--- src/rtl/core/m4m_pkg.sv ---
// Shared types and constants for the 4x4 fixed-point matrix multiplier.
// Holds the request/result payload structs and the controller command struct.
// No dependencies.
`default_nettype none

package m4m_pkg;

    // Matrix geometry
    localparam int MAT_DIM = 4;
    localparam int CELLS   = MAT_DIM * MAT_DIM;
    localparam int IDX_W   = $clog2(MAT_DIM);
    localparam int CELL_W  = $clog2(CELLS);

    // Element format: port fields are always 32 bits, Q16.16
    localparam int FIELD_W    = 32;
    localparam int ELEM_W_DEF = 32;
    localparam int FRAC_W     = 16;

    // Input request: one element of each operand
    typedef struct packed {
        logic signed [FIELD_W-1:0] a_element;
        logic signed [FIELD_W-1:0] b_element;
    } t_m4m_req;

    // Output response: one product element
    typedef struct packed {
        logic signed [FIELD_W-1:0] product_value;
        logic [IDX_W-1:0]          product_column;
        logic [IDX_W-1:0]          product_row;
        logic                      final_flag;
    } t_m4m_rsp;

    // Controller to datapath commands
    typedef struct packed {
        logic              wr_en;
        logic [CELL_W-1:0] wr_addr;
        logic              rd_valid;
        logic [CELL_W-1:0] rd_a_addr;
        logic [CELL_W-1:0] rd_b_addr;
        logic              first;
        logic              last;
        logic [IDX_W-1:0]  col;
        logic [IDX_W-1:0]  row;
        logic              fin;
    } t_m4m_cmd;

endpackage

`default_nettype wire

--- src/rtl/core/matrix4_multiply.sv ---
// The sixteen requests of a matrix pair are loaded first; the single
// multiply-accumulate unit then computes the sixteen products, column by column,
// while the output is not stalled. Requests stall until the last product is issued.
// Reset: synchronous active-low; clears counters, state and valid bits only.
// Top level of the 4x4 Q16.16 matrix multiplier; uses m4m_pkg, m4m_ctrl, m4m_datapath.
`default_nettype none

module matrix4_multiply
    import m4m_pkg::*;
#(
    parameter int ELEMENT_WIDTH = ELEM_W_DEF
) (
    input  wire logic     i_clk,
    input  wire logic     i_rst_n,
    input  wire logic     i_req_valid,
    output logic          o_req_stall,
    input  wire t_m4m_req i_req,
    output logic          o_rsp_valid,
    input  wire logic     i_rsp_stall,
    output t_m4m_rsp      o_rsp
);

    t_m4m_cmd cmd;
    logic     adv;

    m4m_ctrl u_ctrl (
        .i_clk       (i_clk),
        .i_rst_n     (i_rst_n),
        .i_req_valid (i_req_valid),
        .o_req_stall (o_req_stall),
        .i_adv       (adv),
        .o_cmd       (cmd)
    );

    m4m_datapath #(
        .ELEMENT_WIDTH (ELEMENT_WIDTH)
    ) u_datapath (
        .i_clk       (i_clk),
        .i_rst_n     (i_rst_n),
        .i_cmd       (cmd),
        .i_req       (i_req),
        .o_adv       (adv),
        .o_rsp_valid (o_rsp_valid),
        .i_rsp_stall (i_rsp_stall),
        .o_rsp       (o_rsp)
    );

endmodule

`default_nettype wire

--- src/rtl/core/m4m_ctrl.sv ---
// Controller: load counter and multiply-accumulate sequencer.
// Depends on m4m_pkg; drives t_m4m_cmd to m4m_datapath.
`default_nettype none

module m4m_ctrl
    import m4m_pkg::*;
(
    input  wire logic     i_clk,
    input  wire logic     i_rst_n,
    input  wire logic     i_req_valid,
    output logic          o_req_stall,
    input  wire logic     i_adv,
    output t_m4m_cmd      o_cmd
);

    localparam logic ST_LOAD = 1'b0;
    localparam logic ST_CALC = 1'b1;

    localparam logic [CELL_W-1:0] LAST_CELL = CELL_W'(CELLS - 1);
    localparam logic [IDX_W-1:0]  LAST_IDX  = IDX_W'(MAT_DIM - 1);

    logic              r_state, n_state;
    logic [CELL_W-1:0] r_load_pos, n_load_pos;
    logic [IDX_W-1:0]  r_col, n_col;
    logic [IDX_W-1:0]  r_row, n_row;
    logic [IDX_W-1:0]  r_k, n_k;

    logic accept;
    logic issue;
    logic k_end, r_end, c_end;

    assign o_req_stall = (r_state != ST_LOAD);
    assign accept      = i_req_valid && (r_state == ST_LOAD);
    assign issue       = (r_state == ST_CALC) && i_adv;

    assign k_end = (r_k == LAST_IDX);
    assign r_end = (r_row == LAST_IDX);
    assign c_end = (r_col == LAST_IDX);

    // Next-state and counter logic
    always_comb begin
        n_state    = r_state;
        n_load_pos = r_load_pos;
        n_col      = r_col;
        n_row      = r_row;
        n_k        = r_k;
        case (r_state)
            ST_LOAD: begin
                if (accept) begin
                    if (r_load_pos == LAST_CELL) begin
                        n_load_pos = '0;
                        n_state    = ST_CALC;
                    end else begin
                        n_load_pos = r_load_pos + 1'b1;
                    end
                end
            end
            ST_CALC: begin
                if (issue) begin
                    if (k_end) begin
                        n_k = '0;
                        if (r_end) begin
                            n_row = '0;
                            if (c_end) begin
                                n_col   = '0;
                                n_state = ST_LOAD;
                            end else begin
                                n_col = r_col + 1'b1;
                            end
                        end else begin
                            n_row = r_row + 1'b1;
                        end
                    end else begin
                        n_k = r_k + 1'b1;
                    end
                end
            end
            default: begin
                n_state = ST_LOAD;
            end
        endcase
    end

    always_ff @(posedge i_clk) begin
        if (!i_rst_n) begin
            r_state    <= ST_LOAD;
            r_load_pos <= '0;
            r_col      <= '0;
            r_row      <= '0;
            r_k        <= '0;
        end else begin
            r_state    <= n_state;
            r_load_pos <= n_load_pos;
            r_col      <= n_col;
            r_row      <= n_row;
            r_k        <= n_k;
        end
    end

    // Commands: A[k][r] sits at k*D+r, B[c][k] at c*D+k
    always_comb begin
        o_cmd.wr_en     = accept;
        o_cmd.wr_addr   = r_load_pos;
        o_cmd.rd_valid  = issue;
        o_cmd.rd_a_addr = CELL_W'(r_k * MAT_DIM) + CELL_W'(r_row);
        o_cmd.rd_b_addr = CELL_W'(r_col * MAT_DIM) + CELL_W'(r_k);
        o_cmd.first     = (r_k == '0);
        o_cmd.last      = k_end;
        o_cmd.col       = r_col;
        o_cmd.row       = r_row;
        o_cmd.fin       = k_end && r_end && c_end;
    end

endmodule

`default_nettype wire

--- src/rtl/core/m4m_datapath.sv ---
// Datapath: operand stores, one multiply-accumulate pipeline, floor shift,
// saturation and the result register. Depends on m4m_pkg; driven by m4m_ctrl.
`default_nettype none

module m4m_datapath
    import m4m_pkg::*;
#(
    parameter int ELEMENT_WIDTH = ELEM_W_DEF
) (
    input  wire logic     i_clk,
    input  wire logic     i_rst_n,
    input  wire t_m4m_cmd i_cmd,
    input  wire t_m4m_req i_req,
    output logic          o_adv,
    output logic          o_rsp_valid,
    input  wire logic     i_rsp_stall,
    output t_m4m_rsp      o_rsp
);

    localparam int EW    = ELEMENT_WIDTH;
    localparam int PW    = 2 * EW;
    localparam int ACC_W = PW + $clog2(MAT_DIM);

    // Operand stores
    logic [EW-1:0] r_left_store  [CELLS];
    logic [EW-1:0] r_right_store [CELLS];

    // Stage 1: read data
    logic signed [EW-1:0] r_rd_a, r_rd_b;
    logic                 r_v1, r_first1, r_last1, r_fin1;
    logic [IDX_W-1:0]     r_col1, r_row1;

    // Stage 2: product
    logic signed [PW-1:0] r_prod;
    logic                 r_v2, r_first2, r_last2, r_fin2;
    logic [IDX_W-1:0]     r_col2, r_row2;

    // Stage 3: accumulator
    logic signed [ACC_W-1:0] r_acc;
    logic                    r_done3, r_fin3;
    logic [IDX_W-1:0]        r_col3, r_row3;

    // Result register
    logic     r_rsp_valid;
    t_m4m_rsp r_rsp;

    logic signed [ACC_W-1:0] shifted;
    logic [ACC_W-EW:0]       top_bits;
    logic signed [EW-1:0]    sat_val;

    // Whole pipeline moves unless a finished result is held by stall
    assign o_adv = !r_rsp_valid || !i_rsp_stall;

    // Store writes during loading
    always_ff @(posedge i_clk) begin
        if (i_cmd.wr_en) begin
            r_left_store[i_cmd.wr_addr]  <= i_req.a_element[EW-1:0];
            r_right_store[i_cmd.wr_addr] <= i_req.b_element[EW-1:0];
        end
    end

    // Registered store reads
    always_ff @(posedge i_clk) begin
        if (o_adv) begin
            r_rd_a   <= r_left_store[i_cmd.rd_a_addr];
            r_rd_b   <= r_right_store[i_cmd.rd_b_addr];
            r_first1 <= i_cmd.first;
            r_last1  <= i_cmd.last;
            r_fin1   <= i_cmd.fin;
            r_col1   <= i_cmd.col;
            r_row1   <= i_cmd.row;
        end
    end

    // Multiply
    always_ff @(posedge i_clk) begin
        if (o_adv) begin
            r_prod   <= r_rd_a * r_rd_b;
            r_first2 <= r_first1;
            r_last2  <= r_last1;
            r_fin2   <= r_fin1;
            r_col2   <= r_col1;
            r_row2   <= r_row1;
        end
    end

    // Accumulate exact sum of products
    always_ff @(posedge i_clk) begin
        if (o_adv) begin
            if (r_v2) begin
                r_acc <= (r_first2 ? ACC_W'(0) : r_acc) + ACC_W'(r_prod);
            end
            r_fin3 <= r_fin2;
            r_col3 <= r_col2;
            r_row3 <= r_row2;
        end
    end

    // Pipeline valid bits
    always_ff @(posedge i_clk) begin
        if (!i_rst_n) begin
            r_v1        <= 1'b0;
            r_v2        <= 1'b0;
            r_done3     <= 1'b0;
            r_rsp_valid <= 1'b0;
        end else if (o_adv) begin
            r_v1        <= i_cmd.rd_valid;
            r_v2        <= r_v1;
            r_done3     <= r_v2 && r_last2;
            r_rsp_valid <= r_done3;
        end
    end

    // Floor shift and saturate to the element width
    always_comb begin
        shifted  = r_acc >>> FRAC_W;
        top_bits = shifted[ACC_W-1:EW-1];
        if ((&top_bits) || !(|top_bits)) begin
            sat_val = shifted[EW-1:0];
        end else if (shifted[ACC_W-1]) begin
            sat_val = {1'b1, {(EW-1){1'b0}}};
        end else begin
            sat_val = {1'b0, {(EW-1){1'b1}}};
        end
    end

    // Result register
    always_ff @(posedge i_clk) begin
        if (o_adv && r_done3) begin
            r_rsp.product_value  <= FIELD_W'(sat_val);
            r_rsp.product_column <= r_col3;
            r_rsp.product_row    <= r_row3;
            r_rsp.final_flag     <= r_fin3;
        end
    end

    assign o_rsp_valid = r_rsp_valid;
    assign o_rsp       = r_rsp;

endmodule

`default_nettype wire

--- config.mk ---
export PLATFORM = sky130hd
export DESIGN_NAME = matrix4_multiply
export DESIGN_NICKNAME = d
export VERILOG_FILES = /design/src/rtl/core/m4m_pkg.sv /design/src/rtl/core/matrix4_multiply.sv /design/src/rtl/core/m4m_ctrl.sv /design/src/rtl/core/m4m_datapath.sv
export SDC_FILE = /design/constraint.sdc
export NUM_CORES = 2
export LEC_CHECK = 0
export ABC_AREA = 1
export BUFFER_PORTS_ARGS = -buffer_cell sky130_fd_sc_hd__buf_2
export CAP_MARGIN = 0
export CORE_UTILIZATION = 35
export CTS_CLUSTER_DIAMETER = 100
export CTS_CLUSTER_SIZE = 25
export DETAILED_ROUTE_END_ITERATION = 16
export PLACE_DENSITY = 0.52
export SYNTH_ARGS = -nofsm -noshare
export SYNTH_HDL_FRONTEND = slang
export SYNTH_SLANG_ARGS = --single-unit
export TNS_END_PERCENT = 50
--- constraint.sdc ---
create_clock -name i_clk -period 14.8 [get_ports i_clk]
set_input_delay 4.44 -clock i_clk [delete_from_list [all_inputs] [get_ports i_clk]]
set_output_delay 4.44 -clock i_clk [all_outputs]
set_load 0.05 [all_outputs]
# Word-level counts from Yosys, hierarchy flattened
# Memory sizes are Yosys's and may differ from the RTL's. A register that Yosys moved wholly into a read port is not among the register bits.
# Cells that the tools add are included.
dict set report classes {
  n_addsub 7
  n_mul 1
  eq_ne 4
  mux 16
  n_bitwise 1
  n_reduce_logical 19
}
# cell count
set ops {}
lappend ops {{$add A66 B64 Y66} 1}
lappend ops {{$mux W66} 1}
lappend ops {{$mul A32 B32 Y64} 1}
lappend ops {{$mux W32} 2}
lappend ops {{$reduce_and A19 Y1} 1}
lappend ops {{$reduce_or A19 Y1} 1}
lappend ops {{$add A4 B2 Y4} 2}
lappend ops {{$mux W1} 8}
lappend ops {{$add A2 B1 Y2 const B} 3}
lappend ops {{$eq A2 B2 Y1 const B} 3}
lappend ops {{$logic_and A1 B1 Y1} 6}
lappend ops {{$mux W2} 3}
lappend ops {{$reduce_and A2 Y1} 3}
lappend ops {{$add A4 B1 Y4 const B} 1}
lappend ops {{$eq A4 B4 Y1 const B} 1}
lappend ops {{$mux W4} 1}
lappend ops {{$reduce_and A4 Y1} 1}
lappend ops {{$logic_not A1 Y1} 3}
lappend ops {{$reduce_and A3 Y1} 1}
lappend ops {{$logic_not A2 Y1} 1}
lappend ops {{$logic_or A1 B1 Y1} 2}
lappend ops {{$pmux W1 S2} 1}
lappend ops {{$not A1 Y1} 1}
dict set report word_totals {
  reg_bits 201
  ram_bits 1024
  input_bits 68
  out_inout_bits 39
  word_cells 78
  mem_count 2
}
# name depth width read_ports rd_ports_with_merged_regs write_ports line
set mem_list {}
lappend mem_list {u_datapath.r_left_store 16 32 1 1 1 m4m_datapath.sv:25} ;# logic [EW-1:0] r_left_store [CELLS];
lappend mem_list {u_datapath.r_right_store 16 32 1 1 1 m4m_datapath.sv:26} ;# logic [EW-1:0] r_right_store [CELLS];

# Longest topological paths before layout
dict set report logic_depth {
  depth_word 6
  depth_mapped 32
  depth_no_buf 31
}

# Hierarchy
# A second synthesis with hierarchy kept.
dict set report unflattened {
  cells_unflattened 9444
  hier_area_um2 94504.4
}
# module n_inst cells_per_inst area_each_um2
set modules_own_cells {}
lappend modules_own_cells {m4m_datapath 1 9360 93860.0}
lappend modules_own_cells {m4m_ctrl 1 84 644.4}

# Worst setup path after synthesis
# OpenSTA, ideal clock, no wires.
dict set report synth_path {
  kind {input to register}
  start {input port i_rsp_stall}
  end {register u_datapath.r_acc[0], enable pin}
  setup_ns 0.491
  arrival_time_ns 11.194
  required_ns 14.309
  setup_slack_ns 3.114
  stages 3
  path_buffers 0
  path_cell_list {nand2_1 > inv_1 > nor2_1}
}
dict set report synth_between {
  elab_chain_len 3
}
# item line
set synth_lines {}
lappend synth_lines {{from (decl)} matrix4_multiply.sv:19} ;# input wire logic i_rsp_stall,
lappend synth_lines {{$logic_not A1 Y1} m4m_datapath.sv:52} ;# assign o_adv = !r_rsp_valid || !i_rsp_stall;
lappend synth_lines {{$logic_or A1 B1 Y1} m4m_datapath.sv:52}
lappend synth_lines {{$reduce_and A2 Y1 (no source line)} --}
lappend synth_lines {{to (signal assigned)} m4m_datapath.sv:91} ;# r_acc <= (r_first2 ? ACC_W'(0) : r_acc) + ACC_W'(r_prod);
lappend synth_lines {{to (decl)} m4m_datapath.sv:39} ;# logic signed [ACC_W-1:0] r_acc;
# Every way passes these cells.
# A chain may end at the register's enable or synchronous reset.

# Worst setup path in the final report
dict set report layout_path {
  start {register u_datapath.r_rd_b[3], read port of u_datapath.r_right_store}
  end {register u_datapath.r_prod[55], data pin}
}
dict set report layout_between {
  elab_chain_len 1
}
# item line
set layout_lines {}
lappend layout_lines {{from (decl)} m4m_datapath.sv:29} ;# logic signed [EW-1:0] r_rd_a, r_rd_b;
lappend layout_lines {{$mul A32 B32 Y64} m4m_datapath.sv:78} ;# r_prod <= r_rd_a * r_rd_b;
lappend layout_lines {{to (signal assigned)} m4m_datapath.sv:78}
lappend layout_lines {{to (decl)} m4m_datapath.sv:34} ;# logic signed [PW-1:0] r_prod;
# Every way passes these cells.

==> impl_metrics.tcl <==
set metrics [dict create \
    final_cell_mix "nand2_1, inv_1, edfxtp_1" \
    setup_viol 0 \
    cts_setup_buffers 0 \
    ant_nets 0 \
    period_minus_slack_ns 8.617 \
    rows 188 \
    worst_pin_slew_ns 1.219 \
    crit_slowest_cell "edfxtp_1" \
    drv_slew 0 \
    crit_path_max_fanout 32 \
    ys_seq_elements 1289 \
    hold_buffers 0 \
    reg2reg_from "u_datapath.r_rd_b[3]" \
    path_delay_family "adder cells" \
    status "finished clean" \
    drive_above_1_share 0.04065 \
    ys.warnings.count 0 \
    slowest_delay_ns 1.13 \
    cts_tree "yes" \
    viasPerCell 4.970 \
    syn_area_um2 92290 \
    synth.avg_cell_area_um2 9.989 \
    antenna_found_initial 33 \
    routed_wl_mm 265.6 \
    cp_data_required_time_ns 15.31 \
    clkTransAtPathRegs_ns 0.09 \
    hp-start "u_datapath.r_row2[0]" \
    startpoint "u_datapath.r_rd_b[3]" \
    crit_top_cell "fa_1" \
    end_kind "flop" \
    numCtsBuffers 73 \
    post_drt_wl_per_cell_um 20.92 \
    ctsResizeCount 0 \
    skew_ns 0.06740 \
    final_common_cell "nand2_1" \
    syn_nets 10650 \
    ios 107 \
    cts_root_buf "clkbuf_16" \
    insertion_delay_ns 0.77 \
    synth_edf_count 1274 \
    synth-async-reset-ratio 0 \
    grt_setup_unrepaired "no" \
    dieArea_um2 265800 \
    fp.coreArea_um2 262300 \
    setup-tns-final_ns 0 \
    crit_chain "nand2_1 -> inv_1 -> fa_1 -> fa_1 -> fa_1 -> fa_1 -> inv_1 -> fa_1 -> inv_1 -> fa_1 -> inv_1 -> fa_1 -> fa_1 -> inv_1 -> ha_1 -> nand2_1 -> nor2_1 -> nand2_1 -> inv_1 -> nand2_1 -> nor3_1 -> nand2_1 -> nand4_1 -> nand2_1" \
    grt_pass1_wl_mm 407.2 \
    fin_crit_sh 0.5822 \
    first_iter_violations 4454 \
    track_usage 0.2016 \
    grt_max_degree 194 \
    placement.io_buffers 106 \
    vias 63110 \
    ys.flop_type "edfxtp_1" \
    worstSetupPathType "reg -> reg" \
    hold_viol 0 \
    routabilityCongestion 0.9038 \
    chipWidth_um 515.5 \
    max_cap_viol_count 0 \
    start_kind "flop" \
    start_util 0.3519 \
    arrival_ns 9.12 \
    crit_buf_inv 6 \
    cts_sinks 1289 \
    drc 0 \
    fin_nets 10540 \
    max_freq_ghz 0.1161 \
    place_hpwl_mm 184.0 \
    die_h_um 515.5 \
    synth_cell_types 42 \
    clockBufferDepth 3 \
    first_global_vias 66310 \
    h-tree-depth 3 \
    maxSlewHeadroom 0.1856 \
    ys_seq_area_frac 0.4178 \
    min_path_type "reg -> reg" \
    gr-total-overflow 0 \
    syn-instance-count 9240 \
    drtPass1Iterations 5 \
    area_delta_synth_final_pct 7.331 \
]
==> kinds of logic after synthesis <==
family | count (synthesis) | share of synthesized area
flops | 1289 | 0.4178
mux | 88 | 0.009544
buf+inv | 2329 | 0.09690
fa+ha+maj | 1340 | 0.2697
xor+xnor | 74 | 0.007022
simple gates | 3100 | 0.1310
compound gates | 1020 | 0.06807
==> stage by stage <==
step	hold WS (ns)	area [um^2]	cells	util	worst slack (ns)
after CTS	0.4294	99050	12690	0.3777	6.181
after floorplan	0.4003	92290	9240	-	3.114
after detailed placement	0.4061	96590	12570	0.3683	6.226
final	0.4289	99060	12700	0.3777	6.183
after global placement	0.4035	96590	12570	0.3683	6.258
after global routing	0.4417	99050	12690	0.3777	5.674
==> sequential cells by signal, indices dropped and copies added (netlist names), 4 cells and up <==
name,count
u_datapath.r_left_store,512
u_ctrl.r_load_pos,4
u_datapath.o_rsp,37
u_datapath.r_rd_b,32
u_datapath.r_rd_a,32
u_datapath.r_right_store,512
u_datapath.r_acc,66
u_datapath.r_prod,64
==> synthesized netlist by cell type (15+ instances only) <==
master / number / share of area
o21ai_0: 459 / 0.025
nand3_1: 179 / 0.0097
o211ai_1: 82 / 0.0067
nand2_1: 1997 / 0.081
xor2_1: 65 / 0.0062
o221ai_1: 174 / 0.017
a21oi_1: 174 / 0.0094
mux2i_1: 88 / 0.0095
nand4_1: 42 / 0.0028
clkbuf_1: 319 / 0.013
nor2_1: 830 / 0.034
o32ai_1: 40 / 0.0038
buf_2: 59 / 0.0032
dfxtp_1: 15 / 0.0033
edfxtp_1: 1274 / 0.41
o22ai_1: 42 / 0.0028
nor3_1: 20 / 0.0011
fa_1: 1083 / 0.23
ha_1: 257 / 0.035
o21bai_1: 29 / 0.0024
inv_1: 1918 / 0.078
==> cell type report <==
cell class	instances	area (um^2)
well taps	3515	4398
fillers	25920	163200
repair buffers	223	1446
diodes	5	12.51
clock inverters	30	551.8
multi-input cells	5622	44940
flip-flops and latches	1289	38580
inverters	1922	7234
clock buffers	91	1904
==> metal layers <==
layer  track usage  wire length, um  vias to the layer above
met1        0.2668           114900                    32160
met5             0              252                        -
met4       0.04792             6527                       40
met3       0.02737            14100                      393
li1              -                -                    28850
met2        0.3476           129800                     1659
==> worst paths after layout <==
path | endpoint | slack, ns | cells past startpoint
worst min-delay path | u_datapath.r_row3[0] | 0.43 | 0
worst max register to register | u_datapath.r_prod[55] | 6.18 | 24
worst max-delay path | u_datapath.r_prod[55] | 6.18 | 24
worst min register to register | u_datapath.r_row3[0] | 0.43 | 0
Power is not shown: default switching activity piles up to over one toggle a cycle in this logic, so the estimate is an artifact.
